File: config.mk
export PLATFORM = sky130hd
export DESIGN_NAME = triac_zero_cross_phase_scheduler
export DESIGN_NICKNAME = d
export VERILOG_FILES = /design/src/tzc_pkg.sv /design/src/triac_zero_cross_phase_scheduler.sv /design/src/tzc_cfg_regs.sv /design/src/tzc_phase_calc.sv /design/src/tzc_feed_duty.sv
export SDC_FILE = /design/constraint.sdc
export NUM_CORES = 1
export LEC_CHECK = 0
export BUFFER_PORTS_ARGS = -buffer_cell sky130_fd_sc_hd__buf_2
export CORE_MARGIN = 2
export CORE_UTILIZATION = 55
export CTS_CLUSTER_SIZE = 28
export DETAILED_ROUTE_END_ITERATION = 7
export PLACE_DENSITY = 0.73
export REMOVE_ABC_BUFFERS = 1
export SYNTH_ARGS = -nofsm -noshare
export SYNTH_HDL_FRONTEND = slang
export SYNTH_SLANG_ARGS = --single-unit
File: constraint.sdc
create_clock -name clk_i -period 16.59 [get_ports clk_i]
set_input_delay 1.659 -clock clk_i [delete_from_list [all_inputs] [get_ports clk_i]]
set_output_delay 1.659 -clock clk_i [all_outputs]
set_load 0.03 [all_outputs]
File: src/tzc_pkg.sv
package tzc_pkg;

  localparam int unsigned STAMP_W    = 16;
  localparam int unsigned MID_W      = 17;
  localparam int unsigned PERIOD_W   = 32;
  localparam int unsigned POWER_W    = 14;
  localparam int unsigned DELAY_W    = 14;
  localparam int unsigned DUTY_W     = 7;
  localparam int unsigned CFG_IDX_W  = 3;
  localparam int unsigned CFG_DATA_W = 14;

  localparam int unsigned FEED_WINDOW = 500;
  localparam int unsigned CNT_W       = $clog2(FEED_WINDOW + 1);
  localparam int unsigned DUTY_MAX    = 100;

  localparam logic [STAMP_W-1:0]  WRAP           = 16'hffff;
  localparam logic [POWER_W-1:0]  POWER_DEFAULT  = POWER_W'(60);
  localparam logic [PERIOD_W-1:0] T7_ZERO_SUB    = PERIOD_W'(220);
  localparam logic [DELAY_W-1:0]  MAX_DELAY      = DELAY_W'(8999);
  localparam logic [DELAY_W-1:0]  GOOD_DELAY_RST = DELAY_W'(4500);

  localparam int unsigned OUT_FIELD_W = DELAY_W + STAMP_W + 3;
  localparam int unsigned OUT_TDATA_W = ((OUT_FIELD_W + 7) / 8) * 8;

  typedef logic [CNT_W-1:0] cnt_t;
  typedef cnt_t on_tbl_t [DUTY_MAX+1];

  typedef enum logic {
    EDGE_FALL = 1'b0,
    EDGE_RISE = 1'b1
  } edge_kind_e;

  typedef enum logic [CFG_IDX_W-1:0] {
    REG_SMOKE_POWER     = 3'd0,
    REG_SMOKE_ENABLE    = 3'd1,
    REG_EXCHANGE_ENABLE = 3'd2,
    REG_FEED_MANUAL     = 3'd3,
    REG_FEED_ALWAYS     = 3'd4,
    REG_FEED_AUTO       = 3'd5,
    REG_FEED_SHARE      = 3'd6
  } cfg_idx_e;

  typedef struct packed {
    logic [POWER_W-1:0] smoke_power;
    logic               smoke_enable;
    logic               exchange_enable;
    logic               feed_manual;
    logic               feed_always;
    logic               feed_auto;
    logic [DUTY_W-1:0]  feed_share;
  } cfg_t;

  function automatic on_tbl_t build_on_tbl();
    on_tbl_t tbl;
    for (int i = 0; i <= int'(DUTY_MAX); i++) begin
      tbl[i] = cnt_t'((i * int'(FEED_WINDOW)) / 100);
    end
    return tbl;
  endfunction

  localparam on_tbl_t ON_TBL    = build_on_tbl();
  localparam cnt_t    HALF_CNT  = cnt_t'(FEED_WINDOW / 2);
  localparam cnt_t    WINDOW_CNT = cnt_t'(FEED_WINDOW);

endpackage

File: src/triac_zero_cross_phase_scheduler.sv
// Triac phase-angle scheduler fed by zero-cross detector edges.
// Input stream: one transfer per detector edge. tuser[0] is the edge kind
// (0 falling, 1 rising), tdata[15:0] the 16-bit timer stamp at the edge.
// A falling edge only records its stamp and yields no output transfer.
// A rising edge yields one output transfer: smoke fan firing delay, the
// shared exchange/feed compare value and three channel enables.
// Config channel: cfg_index_i selects a register, cfg_data_i holds the value;
// always ready, unused indexes are dropped. Write only while no edge is in
// flight.
// A rising edge is first caught in the input register, then one pass of
// logic writes its result into the output register. The block takes one
// edge per cycle while the receiver does not stall; the timing state
// updates in the single pass so consecutive edges see each other's result.
// When the receiver stalls, the result waits in the output register and one
// more edge is held in the input register; s_axis_tready drops after that.
// Falling edges still pass through while a result waits.
// Reset clears the stamp history and midpoints, sets the last good delay to
// 4500, smoke power to 60 and starts the feed duty cycle in its on phase.
module triac_zero_cross_phase_scheduler
  import tzc_pkg::*;
(
  input  logic                   clk_i,
  input  logic                   rst_ni,
  input  logic                   s_axis_tvalid,
  output logic                   s_axis_tready,
  input  logic [STAMP_W-1:0]     s_axis_tdata,   // [15:0] stamp
  input  logic                   s_axis_tuser,   // [0] op
  output logic                   m_axis_tvalid,
  input  logic                   m_axis_tready,
  // [13:0] fire_delay, [29:14] phase_compare, [30] smoke_fire,
  // [31] exchange_fire, [32] feed_fire, rest zero
  output logic [OUT_TDATA_W-1:0] m_axis_tdata,
  input  logic                   cfg_valid_i,
  output logic                   cfg_ready_o,
  input  logic [CFG_IDX_W-1:0]   cfg_index_i,
  input  logic [CFG_DATA_W-1:0]  cfg_data_i
);

  cfg_t cfg;

  logic               in_valid_q;
  edge_kind_e         in_op_q;
  logic [STAMP_W-1:0] in_stamp_q;

  logic               out_valid_q;
  logic [OUT_FIELD_W-1:0] out_data_q;

  logic out_free, step, rise_step, in_take;
  logic [DELAY_W-1:0] fire_delay;
  logic [STAMP_W-1:0] phase_compare;
  logic               feed_fire;

  tzc_cfg_regs u_cfg (
    .clk_i       (clk_i),
    .rst_ni      (rst_ni),
    .cfg_valid_i (cfg_valid_i),
    .cfg_ready_o (cfg_ready_o),
    .cfg_index_i (cfg_index_i),
    .cfg_data_i  (cfg_data_i),
    .cfg_o       (cfg)
  );

  assign out_free  = !out_valid_q || m_axis_tready;
  assign step      = in_valid_q && (in_op_q == EDGE_FALL || out_free);
  assign rise_step = step && in_op_q == EDGE_RISE;
  assign s_axis_tready = !in_valid_q || step;
  assign in_take   = s_axis_tvalid && s_axis_tready;

  tzc_phase_calc u_phase (
    .clk_i           (clk_i),
    .rst_ni          (rst_ni),
    .step_i          (step),
    .op_i            (in_op_q),
    .stamp_i         (in_stamp_q),
    .smoke_power_i   (cfg.smoke_power),
    .fire_delay_o    (fire_delay),
    .phase_compare_o (phase_compare)
  );

  tzc_feed_ctrl u_feed (
    .clk_i       (clk_i),
    .rst_ni      (rst_ni),
    .step_i      (rise_step),
    .cfg_i       (cfg),
    .feed_fire_o (feed_fire)
  );

  always_ff @(posedge clk_i or negedge rst_ni) begin
    if (!rst_ni) begin
      in_valid_q  <= 1'b0;
      out_valid_q <= 1'b0;
    end else begin
      if (in_take) begin
        in_valid_q <= 1'b1;
      end else if (step) begin
        in_valid_q <= 1'b0;
      end
      if (rise_step) begin
        out_valid_q <= 1'b1;
      end else if (m_axis_tready) begin
        out_valid_q <= 1'b0;
      end
    end
  end

  always_ff @(posedge clk_i) begin
    if (in_take) begin
      in_op_q    <= edge_kind_e'(s_axis_tuser);
      in_stamp_q <= s_axis_tdata;
    end
    if (rise_step) begin
      out_data_q <= {feed_fire, cfg.exchange_enable, cfg.smoke_enable,
                     phase_compare, fire_delay};
    end
  end

  assign m_axis_tvalid = out_valid_q;
  assign m_axis_tdata  = OUT_TDATA_W'(out_data_q);

  a_rise_gives_result: assert property (@(posedge clk_i) disable iff (!rst_ni)
    rise_step |=> m_axis_tvalid)
    else $error("rising edge produced no result");

  a_no_overwrite: assert property (@(posedge clk_i) disable iff (!rst_ni)
    out_valid_q && !m_axis_tready |-> !rise_step)
    else $error("result overwritten while stalled");

endmodule

File: src/tzc_cfg_regs.sv
module tzc_cfg_regs
  import tzc_pkg::*;
(
  input  logic                  clk_i,
  input  logic                  rst_ni,
  input  logic                  cfg_valid_i,
  output logic                  cfg_ready_o,
  input  logic [CFG_IDX_W-1:0]  cfg_index_i,
  input  logic [CFG_DATA_W-1:0] cfg_data_i,
  output cfg_t                  cfg_o
);

  cfg_t cfg_q, cfg_d;

  assign cfg_ready_o = 1'b1;

  always_comb begin
    cfg_d = cfg_q;
    if (cfg_valid_i) begin
      unique case (cfg_idx_e'(cfg_index_i))
        REG_SMOKE_POWER:     cfg_d.smoke_power     = cfg_data_i[POWER_W-1:0];
        REG_SMOKE_ENABLE:    cfg_d.smoke_enable    = cfg_data_i[0];
        REG_EXCHANGE_ENABLE: cfg_d.exchange_enable = cfg_data_i[0];
        REG_FEED_MANUAL:     cfg_d.feed_manual     = cfg_data_i[0];
        REG_FEED_ALWAYS:     cfg_d.feed_always     = cfg_data_i[0];
        REG_FEED_AUTO:       cfg_d.feed_auto       = cfg_data_i[0];
        REG_FEED_SHARE:      cfg_d.feed_share      = cfg_data_i[DUTY_W-1:0];
        default:             cfg_d = cfg_q;
      endcase
    end
  end

  always_ff @(posedge clk_i or negedge rst_ni) begin
    if (!rst_ni) begin
      cfg_q <= '{POWER_DEFAULT, 1'b0, 1'b0, 1'b0, 1'b0, 1'b0, '0};
    end else begin
      cfg_q <= cfg_d;
    end
  end

  assign cfg_o = cfg_q;

endmodule

File: src/tzc_phase_calc.sv
module tzc_phase_calc
  import tzc_pkg::*;
(
  input  logic               clk_i,
  input  logic               rst_ni,
  input  logic               step_i,
  input  edge_kind_e         op_i,
  input  logic [STAMP_W-1:0] stamp_i,
  input  logic [POWER_W-1:0] smoke_power_i,
  output logic [DELAY_W-1:0] fire_delay_o,
  output logic [STAMP_W-1:0] phase_compare_o
);

  logic [STAMP_W-1:0] prev_fall_q, prev_rise_q, cur_fall_q;
  logic [MID_W-1:0]   mid_prev_q, mid_cur_q, mid_prev_d, mid_cur_d;
  logic [DELAY_W-1:0] good_delay_q;

  logic [MID_W-1:0]    sum13, sum46;
  logic [MID_W:0]      sum13_w, sum46_w;
  logic [MID_W:0]      diff;
  logic [PERIOD_W-1:0] period, quarter, t7_raw, t7;
  logic [POWER_W-1:0]  power;
  logic [PERIOD_W:0]   delay_sum;
  logic                delay_bad;

  always_comb begin
    sum13   = MID_W'(prev_fall_q) + MID_W'(prev_rise_q);
    sum46   = MID_W'(cur_fall_q) + MID_W'(stamp_i);
    sum13_w = (MID_W+1)'(sum13) + (MID_W+1)'(WRAP);
    sum46_w = (MID_W+1)'(sum46) + (MID_W+1)'(WRAP);
    mid_prev_d = mid_prev_q;
    mid_cur_d  = mid_cur_q;
    priority if (prev_fall_q < prev_rise_q && prev_rise_q < cur_fall_q &&
                 cur_fall_q < stamp_i) begin
      mid_prev_d = sum13 >> 1;
      mid_cur_d  = sum46 >> 1;
    end else if (prev_rise_q < prev_fall_q) begin
      mid_prev_d = sum13_w[MID_W:1];
      mid_cur_d  = (sum46 >> 1) + MID_W'(WRAP);
    end else if (cur_fall_q < prev_rise_q) begin
      mid_prev_d = sum13 >> 1;
      mid_cur_d  = (sum46 >> 1) + MID_W'(WRAP);
    end else if (stamp_i < cur_fall_q) begin
      mid_prev_d = sum13 >> 1;
      mid_cur_d  = sum46_w[MID_W:1];
    end else begin
      // equal stamps: midpoints hold
      mid_prev_d = mid_prev_q;
      mid_cur_d  = mid_cur_q;
    end
  end

  // modulo 2^32 period and phase time
  always_comb begin
    diff    = {1'b0, mid_cur_d} - {1'b0, mid_prev_d};
    period  = {{(PERIOD_W-MID_W-1){diff[MID_W]}}, diff};
    quarter = period >> 2;
    t7_raw  = PERIOD_W'(mid_cur_d) + quarter - PERIOD_W'(stamp_i);
    if (MID_W'(stamp_i) < mid_cur_d) begin
      t7_raw = t7_raw - PERIOD_W'(WRAP);
    end
    t7 = (t7_raw == '0) ? T7_ZERO_SUB : t7_raw;

    power     = (smoke_power_i == '0) ? POWER_DEFAULT : smoke_power_i;
    delay_sum = (PERIOD_W+1)'(t7) + (PERIOD_W+1)'(power);
    delay_bad = delay_sum > (PERIOD_W+1)'(MAX_DELAY);

    fire_delay_o    = delay_bad ? good_delay_q : delay_sum[DELAY_W-1:0];
    phase_compare_o = STAMP_W'(t7 + quarter);
  end

  always_ff @(posedge clk_i or negedge rst_ni) begin
    if (!rst_ni) begin
      prev_fall_q  <= '0;
      prev_rise_q  <= '0;
      cur_fall_q   <= '0;
      mid_prev_q   <= '0;
      mid_cur_q    <= '0;
      good_delay_q <= GOOD_DELAY_RST;
    end else if (step_i) begin
      unique case (op_i)
        EDGE_FALL: cur_fall_q <= stamp_i;
        EDGE_RISE: begin
          prev_fall_q  <= cur_fall_q;
          prev_rise_q  <= stamp_i;
          mid_prev_q   <= mid_prev_d;
          mid_cur_q    <= mid_cur_d;
          good_delay_q <= fire_delay_o;
        end
        default: cur_fall_q <= cur_fall_q;
      endcase
    end
  end

  a_good_delay_range: assert property (@(posedge clk_i) disable iff (!rst_ni)
    good_delay_q <= MAX_DELAY)
    else $error("good delay out of range");

  a_fall_keeps_mids: assert property (@(posedge clk_i) disable iff (!rst_ni)
    step_i && op_i == EDGE_FALL |=> $stable(mid_cur_q) && $stable(good_delay_q))
    else $error("falling edge changed timing state");

endmodule

File: src/tzc_feed_duty.sv
module tzc_feed_ctrl
  import tzc_pkg::*;
(
  input  logic clk_i,
  input  logic rst_ni,
  input  logic step_i,
  input  cfg_t cfg_i,
  output logic feed_fire_o
);

  cnt_t              count_q, count_inc, on_cnt, off_cnt;
  logic              running_q;
  logic [DUTY_W-1:0] duty_sat;
  logic              auto_mode;

  always_comb begin
    duty_sat  = (cfg_i.feed_share > DUTY_W'(DUTY_MAX)) ? DUTY_W'(DUTY_MAX) : cfg_i.feed_share;
    on_cnt    = (duty_sat == '0) ? HALF_CNT : ON_TBL[duty_sat];
    off_cnt   = (duty_sat == '0) ? HALF_CNT : WINDOW_CNT - on_cnt;
    auto_mode = cfg_i.feed_auto && !cfg_i.feed_manual;
    count_inc = count_q + cnt_t'(1);
    feed_fire_o = ((cfg_i.feed_manual || cfg_i.feed_always) && !cfg_i.feed_auto) ||
                  (auto_mode && running_q);
  end

  always_ff @(posedge clk_i or negedge rst_ni) begin
    if (!rst_ni) begin
      count_q   <= '0;
      running_q <= 1'b1;
    end else if (step_i && auto_mode) begin
      if (running_q) begin
        if (count_inc >= on_cnt) begin
          count_q   <= '0;
          running_q <= 1'b0;
        end else begin
          count_q <= count_inc;
        end
      end else begin
        if (count_inc >= off_cnt) begin
          count_q   <= '0;
          running_q <= 1'b1;
        end else begin
          count_q <= count_inc;
        end
      end
    end
  end

  a_count_range: assert property (@(posedge clk_i) disable iff (!rst_ni)
    count_q < WINDOW_CNT)
    else $error("feed count beyond window");

  a_idle_holds: assert property (@(posedge clk_i) disable iff (!rst_ni)
    !step_i |=> $stable(count_q) && $stable(running_q))
    else $error("feed state moved without a transfer");

endmodule

Word level (Yosys, flattened, before mapping)
Memory sizes are Yosys's and may differ from the RTL's.
Index checks and enable logic that the tools add are counted.
Word-level totals
  memories kept: 1
  output and inout bits: 43
  word-level logic and storage cells: 114
  memory bits (read-only): 1152
  register bits: 184
  input port bits: 39
Cells by class
  muxes and demuxes: 27
  reduce and logical (&&, ||, !) cells: 33
  $lt $le $gt $ge: 12
  $add $sub $neg: 13
  bitwise gates (word level): 2
  equal/unequal tests: 6
Memories
  (name not given): depth 128, bits a word 9, rd ports 1, clocked after Yosys merged registers in 0, wr ports 0, line tzc_feed_duty.sv:18  | on_cnt = (duty_sat == '0) ? HALF_CNT : ON_TBL[duty_sat];
Operator list (count)
  $mux W17: 8
  $lt A16 B16 Y1: 6
  $mux W32: 2
  $mux W9: 7
  $add A17 B16 Y18 const B: 2
  $add A16 B16 Y17: 2
  $add A32 B14 Y33: 1
  $gt A33 B14 Y1 const B: 1
  $logic_not A32 Y1: 1
  $sub A32 B16 Y32: 1
  $sub A32 B16 Y32 const B: 1
  $add A17 B30 Y31: 1
  $mux W14: 2
  $ge A9 B9 Y1: 2
  $reduce_and A2 Y1: 9
  $sub A17 B17 Y18: 1
  $add A16 B16 Y17 const B: 1
  $lt A16 B17 Y1: 1
  $add A16 B16 Y16: 1
  $logic_not A14 Y1: 1
  $add A9 B1 Y9 const B: 1
  $eq A3 B3 Y1 const B: 3
  $logic_and A1 B1 Y1: 9
  $sub A9 B9 Y9 const A: 1
  13 further kinds: 28

Logic depth before layout (Yosys ltp)
Gate-level depths: netlist of run 1.
  word-level depth: 16
  gate-level depth with buffers: 71
  gate-level depth less buffers: 69

By module
From an unflattened synthesis of run 1, not the netlist that was laid out.
Second synthesis, totals
  cells, all modules: 2066
  area total of the unflattened synthesis: 17948.5 um^2
Modules (own cells, without submodules)
  tzc_phase_calc: sequential area each 2408.6 um^2, instances 1, cells each 1719, area each 13523.0 um^2
  tzc_feed_ctrl: sequential area each 251.5 um^2, instances 1, cells each 217, area each 1694.1 um^2
  triac_zero_cross_phase_scheduler: sequential area each 1551.5 um^2, instances 1, cells each 68, area each 1675.4 um^2
  tzc_cfg_regs: sequential area each 655.6 um^2, instances 1, cells each 62, area each 1056.0 um^2

Worst setup path after synthesis of run 1
No wires, ideal clock.
  kind: reg-to-reg
  from: reg in_stamp_q[10]
  to: reg out_data_q[10] (data pin)
  setup slack: 3.818 ns
  stages on the path, launching flop included: 66
  data required time: 16.330 ns
  arrival: 12.512 ns
  setup time: 0.260 ns
  path buffers: 4
  period minus slack after synthesis: 12.772 ns
  cell sequence: edfxtp_1 -> ha_1 -> buf_2 -> nand4_1 -> nor3_1 -> a21bo_2 -> nand3_1 -> clkbuf_1 -> nand2_1 -> clkbuf_1 -> o211ai_1 -> a21oi_1 -> o21ai_0 -> inv_1 -> ha_1 -> o21a_1 -> o211ai_1 -> a31o_2 -> (+30 left out) -> ha_1 -> a21oi_1 -> o21bai_1 -> a21oi_1 -> o21bai_1 -> a21oi_1 -> o21bai_1 -> a21oi_1 -> nor2b_1 -> nand4b_1 -> o311ai_1 -> a211o_1 -> mux2_2 -> a22oi_1 -> o211a_1 -> o211ai_2 -> buf_6 -> mux2_4
On the way
  elaborated cells between the ends (all ways): 25
  classes of those cells: 8 x add/sub; 4 x order compare; 11 x mux; 2 x reduce/logical
RTL lines
  start, declared: line triac_zero_cross_phase_scheduler.sv:43  | logic [STAMP_W-1:0] in_stamp_q;
  start signal, assigned: line triac_zero_cross_phase_scheduler.sv:109  | in_stamp_q <= s_axis_tdata;
  $lt A16 B16 Y1: line tzc_phase_calc.sv:43  | end else if (stamp_i < cur_fall_q) begin
  $mux W17: line tzc_phase_calc.sv:43
  $mux W17: line tzc_phase_calc.sv:40  | end else if (cur_fall_q < prev_rise_q) begin
  $mux W17: line tzc_phase_calc.sv:37  | end else if (prev_rise_q < prev_fall_q) begin
  $mux W17 (*): line tzc_phase_calc.sv:33  | priority if (prev_fall_q < prev_rise_q && prev_rise_q < cur_fall_q &&
  named net u_phase.mid_cur_d[1]: line tzc_phase_calc.sv:15  | logic [MID_W-1:0] mid_prev_q, mid_cur_q, mid_prev_d, mid_cur_d;
  $sub A17 B17 Y18: line tzc_phase_calc.sv:55  | diff = {1'b0, mid_cur_d} - {1'b0, mid_prev_d};
  $add A17 B30 Y31: line tzc_phase_calc.sv:58  | t7_raw = PERIOD_W'(mid_cur_d) + quarter - PERIOD_W'(stamp_i);
  $sub A32 B16 Y32: line tzc_phase_calc.sv:58
  $sub A32 B16 Y32: line tzc_phase_calc.sv:60  | t7_raw = t7_raw - PERIOD_W'(WRAP);
  $mux W32 (*): line tzc_phase_calc.sv:59  | if (MID_W'(stamp_i) < mid_cur_d) begin
  $logic_not A32 Y1: line tzc_phase_calc.sv:62  | t7 = (t7_raw == '0) ? T7_ZERO_SUB : t7_raw;
  $mux W32 (*): line tzc_phase_calc.sv:62
  $add A32 B14 Y33 (*): line tzc_phase_calc.sv:65  | delay_sum = (PERIOD_W+1)'(t7) + (PERIOD_W+1)'(power);
  $gt A33 B14 Y1: line tzc_phase_calc.sv:66  | delay_bad = delay_sum > (PERIOD_W+1)'(MAX_DELAY);
  $mux W14 (*): line tzc_phase_calc.sv:68  | fire_delay_o = delay_bad ? good_delay_q : delay_sum[DELAY_W-1:0];
  named net fire_delay[10]: line triac_zero_cross_phase_scheduler.sv:49  | logic [DELAY_W-1:0] fire_delay;
  end signal, assigned: line triac_zero_cross_phase_scheduler.sv:112  | out_data_q <= {feed_fire, cfg.exchange_enable, cfg.smoke_enable,
  end, declared: line triac_zero_cross_phase_scheduler.sv:46  | logic [OUT_FIELD_W-1:0] out_data_q;
The timed path passes the listed nets; every way through them passes the cells marked *.
A chain may end at the register's enable or synchronous reset.

Final worst setup path of run 1
  from: reg in_stamp_q[7]
  to: reg out_data_q[8] (data pin)
Same word-level chain as after synthesis.

==> results.md, run 1 <==
* Post-synth design cell area at between 15,000 and 20,000 sq um
* Critical path peak fanout at 21
* Setup TNS at 0 ps
* Synth area leaders: dfrtp_1, ha_1, edfxtp_1
* Initial drt markers at ~1,400
* Post-synthesis register bit count at between 150 and 200
* Fill cells at just under 3,000
* Max Cap Viol at 0
* CP most frequent cell: a21oi_1
* Hold-fix buffers, CTS at 0
* Share of cells above drive strength 1 at 11.61%
* Setup crit end kind: flop
* Main synth FF type: dfrtp_1
* CTS buffer count at 17
* Die area at 34,460 sq um
* Worst setup margin at 1359 ps
* CTS tree: yes
* DRC viols at 0
* RSZ-0062 raised after global routing: false
* Worst-case clock buffer depth at 2
* Tmin final at around 15,000 ps
* Dpl ws at between 1000 and 1500 ps
* Worst skew pair latency at 470 ps
* Ys async rst share at approximately 73%
* I/O Buffers at between 70 and 80
* Synth warnings at 0
* HPWL after DPL at ~40,000 um
* Outcome: finished, final reports clean
* Vias at roughly 16,000
* Sink Count at 184
* DIE HEIGHT at 185.6 um
* CP max stage delay at 580 ps
* GRT overflow at 0
* Hold path endpoint: out_data_q[31]$_DFFE_PP_
* Min-Delay Path Class: flop to flop
* Slew headroom at 18.08%
* First-pass GRT wire length at ~80,000 um
* Initial antenna violation count at 1
* CP top delay family: compound AO/OA/AOI/OAI gates
* R2R Setup Slk at 1360 ps
* Syn Area/Cell at around 8.5 sq um
* Final period utilization at about 92%
* GRT Util Overall at between 20% and 30%
* Setup violators final at 0
* Most frequent cell after synthesis: nand2_1
* Netlist cell types at between 100 and 150
* Worst-Margin Slew at 1213 ps
* Drt first pass iters at 6
* H-tree Lvls at 4
* Clock Skew at between 15 and 20 ps
* Die X at 185.6 um
* Synth top cells by count: nand2_1, ha_1, o21ai_0, inv_1, nor2_1
* FF-to-FF End: out_data_q[8]$_DFFE_PP_
* Via/cell ratio at 6.184
* Number of flops mapped to enable cells by yosys at 50
* Routed WL per cell at roughly 19 um
* Final Hold Violating Endpoints at 0
* Slowest CP cell: edfxtp_1
* Clk root buf: clkbuf_16
* Worst EP arrival at approximately 15,000 ps
* Min-delay src: u_cfg.cfg_o[10]$_DFFE_PN0P_
* Area Overhead vs Synth at 7.068%
* FP Rows at 66
* Routed Antenna Nets at 0
* Synth area leader: dfrtp_1
* R2R depth at between 60 and 70
* Max-slew violations at 0
* Vias in the first global route at 15,240
* Worst EP required at between 15,000 and 20,000 ps
* Number of I/O pins at 82
* Total wire length at slightly above 50,000 um
* Top-area cell type share of the netlist area at between 10% and 20%
* Hold Path Depth at 0
* Crit path kind: flop to flop
* # diodes at 0
* Clock transition at the registers of the reported paths at ~80 ps
* Core Footprint at between 30,000 and 40,000 sq um
* Worst r2r src: in_stamp_q[7]$_DFFE_PP_
* Initial Util at 55.77%
* Cell count after synthesis at about 2,100
* CP Launch Type: flop
* NumNets Final at between 2,000 and 2,500
* Largest net degree at the start of global routing at 70
* RePlAce Congestion at slightly below 1
* Buf/Inv on CP at 2
* Sequential area share after synthesis at about 27%
* Peak Freq at about 66 MHz
==> cells by family after synthesis <==
kind of cell / after synthesis / share of synthesized area [%]
mux: 81 / 5.123
flops: 184 / 26.82
fa+ha+maj: 204 / 14.25
buf+inv: 251 / 5.758
compound gates: 587 / 21.66
other cells: 2 / 0.04139
xor+xnor: 140 / 6.840
simple gates: 686 / 19.51
==> worst max path at each step <==
stage	from	endpoint	slack, ps	depth (start not counted)
6_report	in_stamp_q[7]$_DFFE_PP_	out_data_q[8]$_DFFE_PP_	1360	63
5_1_grt	in_stamp_q[7]$_DFFE_PP_	out_data_q[8]$_DFFE_PP_	60	63
4_1_cts	in_stamp_q[7]$_DFFE_PP_	out_data_q[4]$_DFFE_PP_	1020	61
3_5_place_dp	in_stamp_q[8]$_DFFE_PP_	out_data_q[4]$_DFFE_PP_	1190	61
3_3_place_gp	in_stamp_q[10]$_DFFE_PP_	out_data_q[4]$_DFFE_PP_	1700	62
2_1_floorplan	in_stamp_q[3]$_DFFE_PP_	out_data_q[10]$_DFFE_PP_	3290	59
==> worst register-to-register path, delay by kind of cell (launching register included) <==
| family | cells | cell delay, ps |
|---|---|---|
| buf+inv | 2 | 420 |
| compound gates | 31 | 6800 |
| simple gates | 20 | 4100 |
| fa+ha+maj | 5 | 1820 |
| xor+xnor | 3 | 740 |
| mux | 2 | 530 |
| flops | 1 | 580 |
==> routing by layer <==
layer | global-route usage (%) | wire, um | part of all wire (%) | vias to the layer above
met2 | 46.96 | 22760 | 45 | 574
met1 | 42.32 | 23270 | 46 | 7762
met4 | 8.031 | 1026 | 2.0 | 0
met5 | 0 | 0 | 0 | -
li1 | - | - | - | 7739
met3 | 5.009 | 3484 | 6.9 | 78
==> cell type report <==
cell class | count | area, sq um | share of cell area [%]
Clock buffer | 18 | 429.2 | 2.209
Tap cell | 442 | 553.0 | 2.847
Inverter | 161 | 605.6 | 3.117
Clock inverter | 14 | 181.4 | 0.9339
Multi-Input combinational cell | 1706 | 12300 | 63.32
Sequential cell | 184 | 4867 | 25.05
Timing Repair Buffer | 87 | 489.2 | 2.518
==> sequential cells by signal (all words and copies together), names as in the netlist <==
signal,cells
u_phase.mid_prev_q,17
u_feed.count_q,9
u_phase.prev_rise_q,16
in_valid_q,1
out_data_q,33
u_phase.prev_fall_q,16
in_stamp_q,16
u_feed.running_q,1
u_cfg.cfg_o,26
u_phase.mid_cur_q,17
m_axis_tvalid,1
in_op_q,1
u_phase.cur_fall_q,16
u_phase.good_delay_q,14
==> placed cells by master, fill, tap and decap left out, types with 39 or more instances in the layout <==
cell,synthesis,routed
o21ai_0,166,165
nor3_1,40,39
buf_2,16,72
nand2b_1,44,44
inv_1,158,157
nand3_1,58,57
edfxtp_1,50,50
a21oi_1,118,118
ha_1,192,192
xnor2_1,93,93
nor2_1,132,132
xor2_1,45,45
nand2_1,210,209
dfrtp_1,124,124
==> per-stage QoR <==
| stage | std cells | hold WS, ps | utilization, % | area, sq um |
|---|---|---|---|---|
| floorplan | 2051 | 419.4 | - | 17730 |
| global placement | 2578 | 437.4 | 57.68 | 18770 |
| detailed placement | 2578 | 437.1 | 57.68 | 18770 |
| CTS | 2610 | 454.7 | 59.56 | 19380 |
| global route | 2612 | 461.7 | 59.71 | 19430 |
| finish | 2612 | 449.6 | 59.71 | 19430 |
==> repair_timing <==
item                       4_1_cts  5_1_grt
buffers inserted                 0        2
gates resized for setup          0        5
setup endpoints to repair        0       28
Power of run 1 is left out: the tool's default activity adds up to more than one toggle a clock period on the data nets, which glitch-free logic cannot reach.
==> run 2: changes to the inputs <==
--- a/config.mk
+++ b/config.mk
@@ -7,10 +7,10 @@
 export LEC_CHECK = 0
 export BUFFER_PORTS_ARGS = -buffer_cell sky130_fd_sc_hd__buf_2
 export CORE_MARGIN = 2
-export CORE_UTILIZATION = 55
+export CORE_UTILIZATION = 50
 export CTS_CLUSTER_SIZE = 28
 export DETAILED_ROUTE_END_ITERATION = 7
-export PLACE_DENSITY = 0.73
+export PLACE_DENSITY = 0.68
 export REMOVE_ABC_BUFFERS = 1
 export SYNTH_ARGS = -nofsm -noshare
 export SYNTH_HDL_FRONTEND = slang
==> constraint.sdc (replaced) <==
create_clock -name clk_i -period 15.6 [get_ports clk_i]
set_input_delay 1.56 -clock clk_i [delete_from_list [all_inputs] [get_ports clk_i]]
set_output_delay 1.56 -clock clk_i [all_outputs]
set_load 0.03 [all_outputs]
==> run 2 against run 1 <==
  * Final cell count up 1.3%
  * Register-to-register slack worse by 380 ps
  * Fmax up 4.2%
  * Flip-flop and latch count unchanged
  * Global-route usage down 3.4 points
  * Highest routed layer unchanged
  * Non-clock buffer count rose by 15
  * Critical path type unchanged
  * Clock skew down 3.1 ps
  * Clock-buffer cell count fell by 1
  * Worst hold slack better by 12 ps
==> results.md, run 2 (same netlist as run 1, synthesis figures left out) <==
* Outcome: finished, final reports clean
* Die area at around 38,000 sq um
* Fill cells at 3,263
* Hold Path Depth at 0
* Post-route cell area at between 15,000 and 20,000 sq um
* Area Overhead vs Synth at 8.082%
* RSZ-0062 raised after global routing: false
* Setup crit end kind: flop
* Min-Delay Path Class: flop to flop
* R2R depth at a little under 60
* RePlAce Congestion at approximately 0.92
* Total wire length at roughly 50,000 um
* I/O Buffers at 73
* Routed WL per cell at ~19 um
* Clk root buf: clkbuf_16
* Crit path kind: flop to flop
* Slew headroom at between 20 and 30%
* Commonest non-fill, non-tap cell in the layout: nand2_1
* Dpl ws at around 710 ps
* Die X at approximately 200 um
* Largest net degree at the start of global routing at 74
* Final period utilization at 93.73%
* FP Rows at 69
* Slowest CP cell: edfxtp_1
* H-tree Lvls at 4
* CP max stage delay at 570 ps
* HPWL after DPL at between 30,000 and 40,000 um
* CTS tree: yes
* Most flops, register: out_data_q
* Clock Skew at approximately 12 ps
* GRT Util Overall at around a quarter
* Sequential cell area at 4867 sq um
* Tmin final at between 10,000 and 15,000 ps
* Worst EP required at approximately 16,000 ps
* Initial Util at 50.89%
* GRT overflow at 0
* Number of I/O pins at 82
* Worst EP arrival at about 15,000 ps
* DRC viols at 0
* Worst skew pair latency at 470 ps
* DIE HEIGHT at slightly below 200 um
* Max reg flops at 33
* NumNets Final at 2,409
* Placed cell areas at 18,860 sq um
* Drt first pass iters at 6
* Worst-Margin Slew at between 1000 and 1500 ps
* Most frequent cells in the layout: nand2_1, ha_1, o21ai_0
* Vias in the first global route at about 15,000
* # diodes at 0
* Multi-input logic area at approximately 12,000 sq um
* Worst-case clock buffer depth at 2
* Initial drt markers at ~1,300
* First-pass GRT wire length at around 80,000 um
* CP Launch Type: flop
* Share of cells above drive strength 1 at roughly 13%
* R2R Setup Slk at just under 1000 ps
* Max-slew violations at 0
* Sink Count at roughly 180
* Peak Freq at approximately 70 MHz
* Initial antenna violation count at 1
* CP most frequent cell: a21oi_1
* Routed Antenna Nets at 0
* Setup violators final at 0
* Vias at between 15,000 and 20,000
* Final Hold Violating Endpoints at 0
* Critical path peak fanout at 10
* CTS buffer count at 17
* Start point of the critical path: in_stamp_q[1]$_DFFE_PP_
* Clock transition at the registers of the reported paths at around 80 ps
* Setup TNS at 0 ps
* FF-to-FF End: u_phase.good_delay_q[0]$_DFFE_PN0P_
* Crit path to: u_phase.good_delay_q[0]$_DFFE_PN0P_
* Worst r2r src: in_stamp_q[1]$_DFFE_PP_
* Max Cap Viol at 0
* Worst setup margin at 978.2 ps
* Via/cell ratio at between 6 and 7
* Core Footprint at 35,660 sq um
==> run 2: changes by cell type in the layout (fill, tap and decap cells not counted), moves of 2 or more <==
| cell | change |
|---|---|
| bufinv_16 | -2 |
| buf_4 | +14 |
| inv_8 | +2 |
| xnor2_1 | -2 |
| inv_6 | -2 |
==> run 2: per-stage QoR <==
step	std cells	hold WS (ps)	util, %
5_1_grt	2646	475.3	55.00
2_1_floorplan	2051	419.4	-
3_5_place_dp	2606	444.8	52.89
3_3_place_gp	2606	433.1	52.89
6_report	2646	461.6	55.00
4_1_cts	2638	463.6	54.52
==> run 2: timing repair <==
item	in CTS	in global routing
hold buffers	0	0
endpoints found under the setup margin	0	28
setup buffers	0	8
resized for setup	0	19
==> run 2: final cells by class <==
class / count / share of cell area (%)
Multi-Input combinational cell: 1706 / 63.10
Tap cell: 461 / 2.941
Clock inverter: 15 / 0.7911
Sequential cell: 184 / 24.82
Clock buffer: 17 / 2.169
Inverter: 161 / 3.088
Timing Repair Buffer: 102 / 3.088
==> run 2: per-layer routing <==
layer	GRT usage, %	vias up	routed length (um)
li1	-	7787	-
met1	38.05	7632	23780
met2	40.99	460	22350
met3	3.783	52	2994
met4	7.749	0	954
met5	0	-	0
==> run 2: worst min path at each step <==
stage / from / to / slack (ps)
detailed placement: u_cfg.cfg_o[11]$_DFFE_PN0P_ / out_data_q[30]$_DFFE_PP_ / 440
floorplan: u_cfg.cfg_o[10]$_DFFE_PN0P_ / out_data_q[31]$_DFFE_PP_ / 420
CTS: u_cfg.cfg_o[11]$_DFFE_PN0P_ / out_data_q[30]$_DFFE_PP_ / 460
global placement: u_cfg.cfg_o[11]$_DFFE_PN0P_ / out_data_q[30]$_DFFE_PP_ / 430
finish: u_cfg.cfg_o[11]$_DFFE_PN0P_ / out_data_q[30]$_DFFE_PP_ / 460
global route: u_cfg.cfg_o[11]$_DFFE_PN0P_ / out_data_q[30]$_DFFE_PP_ / 480
==> run 2: worst max-delay path: cells and delay by family (launching register included) <==
kind | cells | cell delay, ps
AO/OA/AOI/OAI | 26 | 6170
XOR/XNOR | 4 | 830
adder cells (fa/ha/maj) | 5 | 1960
buffers and inverters | 4 | 630
flip-flops | 1 | 570
multiplexers | 2 | 610
AND/OR/NAND/NOR | 18 | 3730
Power of run 2 is left out for the same reason.
==> run 3: changes to the inputs <==
--- a/config.mk
+++ b/config.mk
@@ -6,6 +6,7 @@
 export NUM_CORES = 1
 export LEC_CHECK = 0
 export BUFFER_PORTS_ARGS = -buffer_cell sky130_fd_sc_hd__buf_2
+export CAP_MARGIN = 20
 export CORE_MARGIN = 2
 export CORE_UTILIZATION = 50
 export CTS_CLUSTER_SIZE = 28
==> constraint.sdc (replaced) <==
create_clock -name clk_i -period 16.9 [get_ports clk_i]
set_input_delay 1.69 -clock clk_i [delete_from_list [all_inputs] [get_ports clk_i]]
set_output_delay 1.69 -clock clk_i [all_outputs]
set_load 0.03 [all_outputs]
==> run 3 against run 2 <==
  * Final cell count is 0.64% lower
  * Core utilization down 0.66 points
  * Fmax is 6.5% lower
  * Global-route usage increased by 0.27 points
  * Final area decreased by 1.2%
  * Via count shrank 0.23%
  * Die area unchanged
  * Clock-buffer cell count up 1
  * Worst setup slack gained 290 ps
  * Non-clock buffer count fell by 17
  * Sequential share of layout area up 0.30 points
  * First-iteration DRC count is 3.6% higher
==> results.md, run 3 (same netlist as run 1, synthesis figures left out) <==
* Outcome: finished, final reports clean
* Most flops, register: out_data_q
* GRT Util Overall at a little over a quarter
* DIE HEIGHT at ~200 um
* Fill cells at 3,330
* Clock transition at the registers of the reported paths at ~80 ps
* Post-route cell area at 19,370 sq um
* Crit path kind: flop to flop
* Max reg flops at 33
* Min-Delay Path Class: flop to flop
* FP Rows at between 60 and 70
* Die area at roughly 38,000 sq um
* Worst EP required at about 17,000 ps
* CP Launch Type: flop
* Worst-case clock buffer depth at 2
* Layout Cells excl Fill at between 2,000 and 3,000
* Clk root buf: clkbuf_16
* # diodes at 0
* Placed cell areas at ~19,000 sq um
* Slowest CP cell: o211ai_2
* Largest net degree at the start of global routing at 71
* CTS tree: yes
* Vias at roughly 16,000
* Core Footprint at around 36,000 sq um
* Number of I/O pins at 82
* Worst skew pair latency at between 400 and 500 ps
* CP max stage delay at roughly 800 ps
* Setup TNS at 0 ps
* Worst-Margin Slew at around 1100 ps
* CP top delay family: compound AO/OA/AOI/OAI gates
* Max-slew violations at 0
* Area Overhead vs Synth at 6.778%
* R2R Setup Slk at 1260 ps
* Final period utilization at about 90%
* Peak Freq at between 60 and 70 MHz
* Setup violators final at 0
* Via/cell ratio at 6.046
* Die X at 194.5 um
* Drt first pass iters at 7
* Initial Util at 50.89%
* Initial drt markers at between 1,000 and 1,500
* Routed WL per cell at around 19 um
* Max Cap Viol at 0
* Buf/Inv on CP at 3
* NumNets Final at between 2,000 and 2,500
* Most frequent cells in the layout: nand2_1, ha_1, o21ai_0
* Slew headroom at 29.57%
* Vias in the first global route at ~15,000
* Routed Antenna Nets at 0
* Initial antenna violation count at 1
* CP most frequent cell: a21oi_1
* HPWL after DPL at 38,970 um
* Clock Skew at roughly 12 ps
* Final Hold Violating Endpoints at 0
* CTS buffer count at 17
* I/O Buffers at 73
* Setup crit end kind: flop
* Placed Cells incl. Taps at ~2,600
* Share of cells above drive strength 1 at roughly 11%
* Hold-fix buffers, CTS at 0
* Tmin final at approximately 16,000 ps
* DRC viols at 0
* RSZ-0062 raised after global routing: false
* Commonest non-fill, non-tap cell in the layout: nand2_1
* GRT overflow at 0
* Worst EP arrival at about 16,000 ps
* RePlAce Congestion at roughly 0.91
* Sink Count at 184
* Critical path peak fanout at 20
* First-pass GRT wire length at a little over 80,000 um
* Total wire length at between 40,000 and 50,000 um
* H-tree Lvls at 4
[run 3: cell count changes in the layout (fill, tap and decap cells not counted), sizes merged]
| cell | change |
|---|---|
| buf | -17 |
| clkbuf | +1 |
| clkinv | -1 |
[run 3: path summary, 6_finish.rpt]
check	startpoint	endpoint	cells after the start
max	u_phase.prev_rise_q[1]$_DFFE_PN0P_	out_data_q[4]$_DFFE_PP_	60
min	u_cfg.cfg_o[11]$_DFFE_PN0P_	out_data_q[30]$_DFFE_PP_	0
max reg2reg	u_phase.prev_rise_q[1]$_DFFE_PN0P_	out_data_q[4]$_DFFE_PP_	60
min reg2reg	u_cfg.cfg_o[11]$_DFFE_PN0P_	out_data_q[30]$_DFFE_PP_	0
max in group asynchronous	rst_ni	u_phase.good_delay_q[13]$_DFFE_PN0P_	2
min in group asynchronous	rst_ni	u_phase.prev_fall_q[1]$_DFFE_PN0P_	1
[run 3: per-layer routing]
metal | track usage, % | vias up | part of all wire (%)
li1 | - | 7735 | -
met1 | 36.84 | 7588 | 46
met2 | 42.49 | 500 | 45
met3 | 4.859 | 70 | 6.6
met4 | 7.920 | 2 | 2.2
met5 | 0 | - | 0.026
[run 3: metrics by stage]
step                utilization [%]  hold WS (ps)  setup WS (ps)
floorplan                         -         419.4           3602
detailed placement            52.70         441.4           1573
finish                        54.34         459.2           1264
global placement              52.70         433.2           1895
CTS                           54.29         459.9           1478
global route                  54.34         473.8          67.76
[run 3: final cells by class]
class / instances / area (sq um) / share of cell area [%]
Sequential cell: 184 / 4867 / 25.12
Multi-Input combinational cell: 1706 / 12290 / 63.43
Tap cell: 461 / 576.8 / 2.977
Clock buffer: 18 / 429.2 / 2.215
Clock inverter: 14 / 137.6 / 0.7104
Inverter: 161 / 605.6 / 3.126
Timing Repair Buffer: 85 / 469.2 / 2.422
[run 3: repair_timing]
action,4_1_cts,5_1_grt
endpoints found under the setup margin,0,23
buffers inserted,0,0
resized for setup,0,2
Power of run 3 is left out for the same reason.
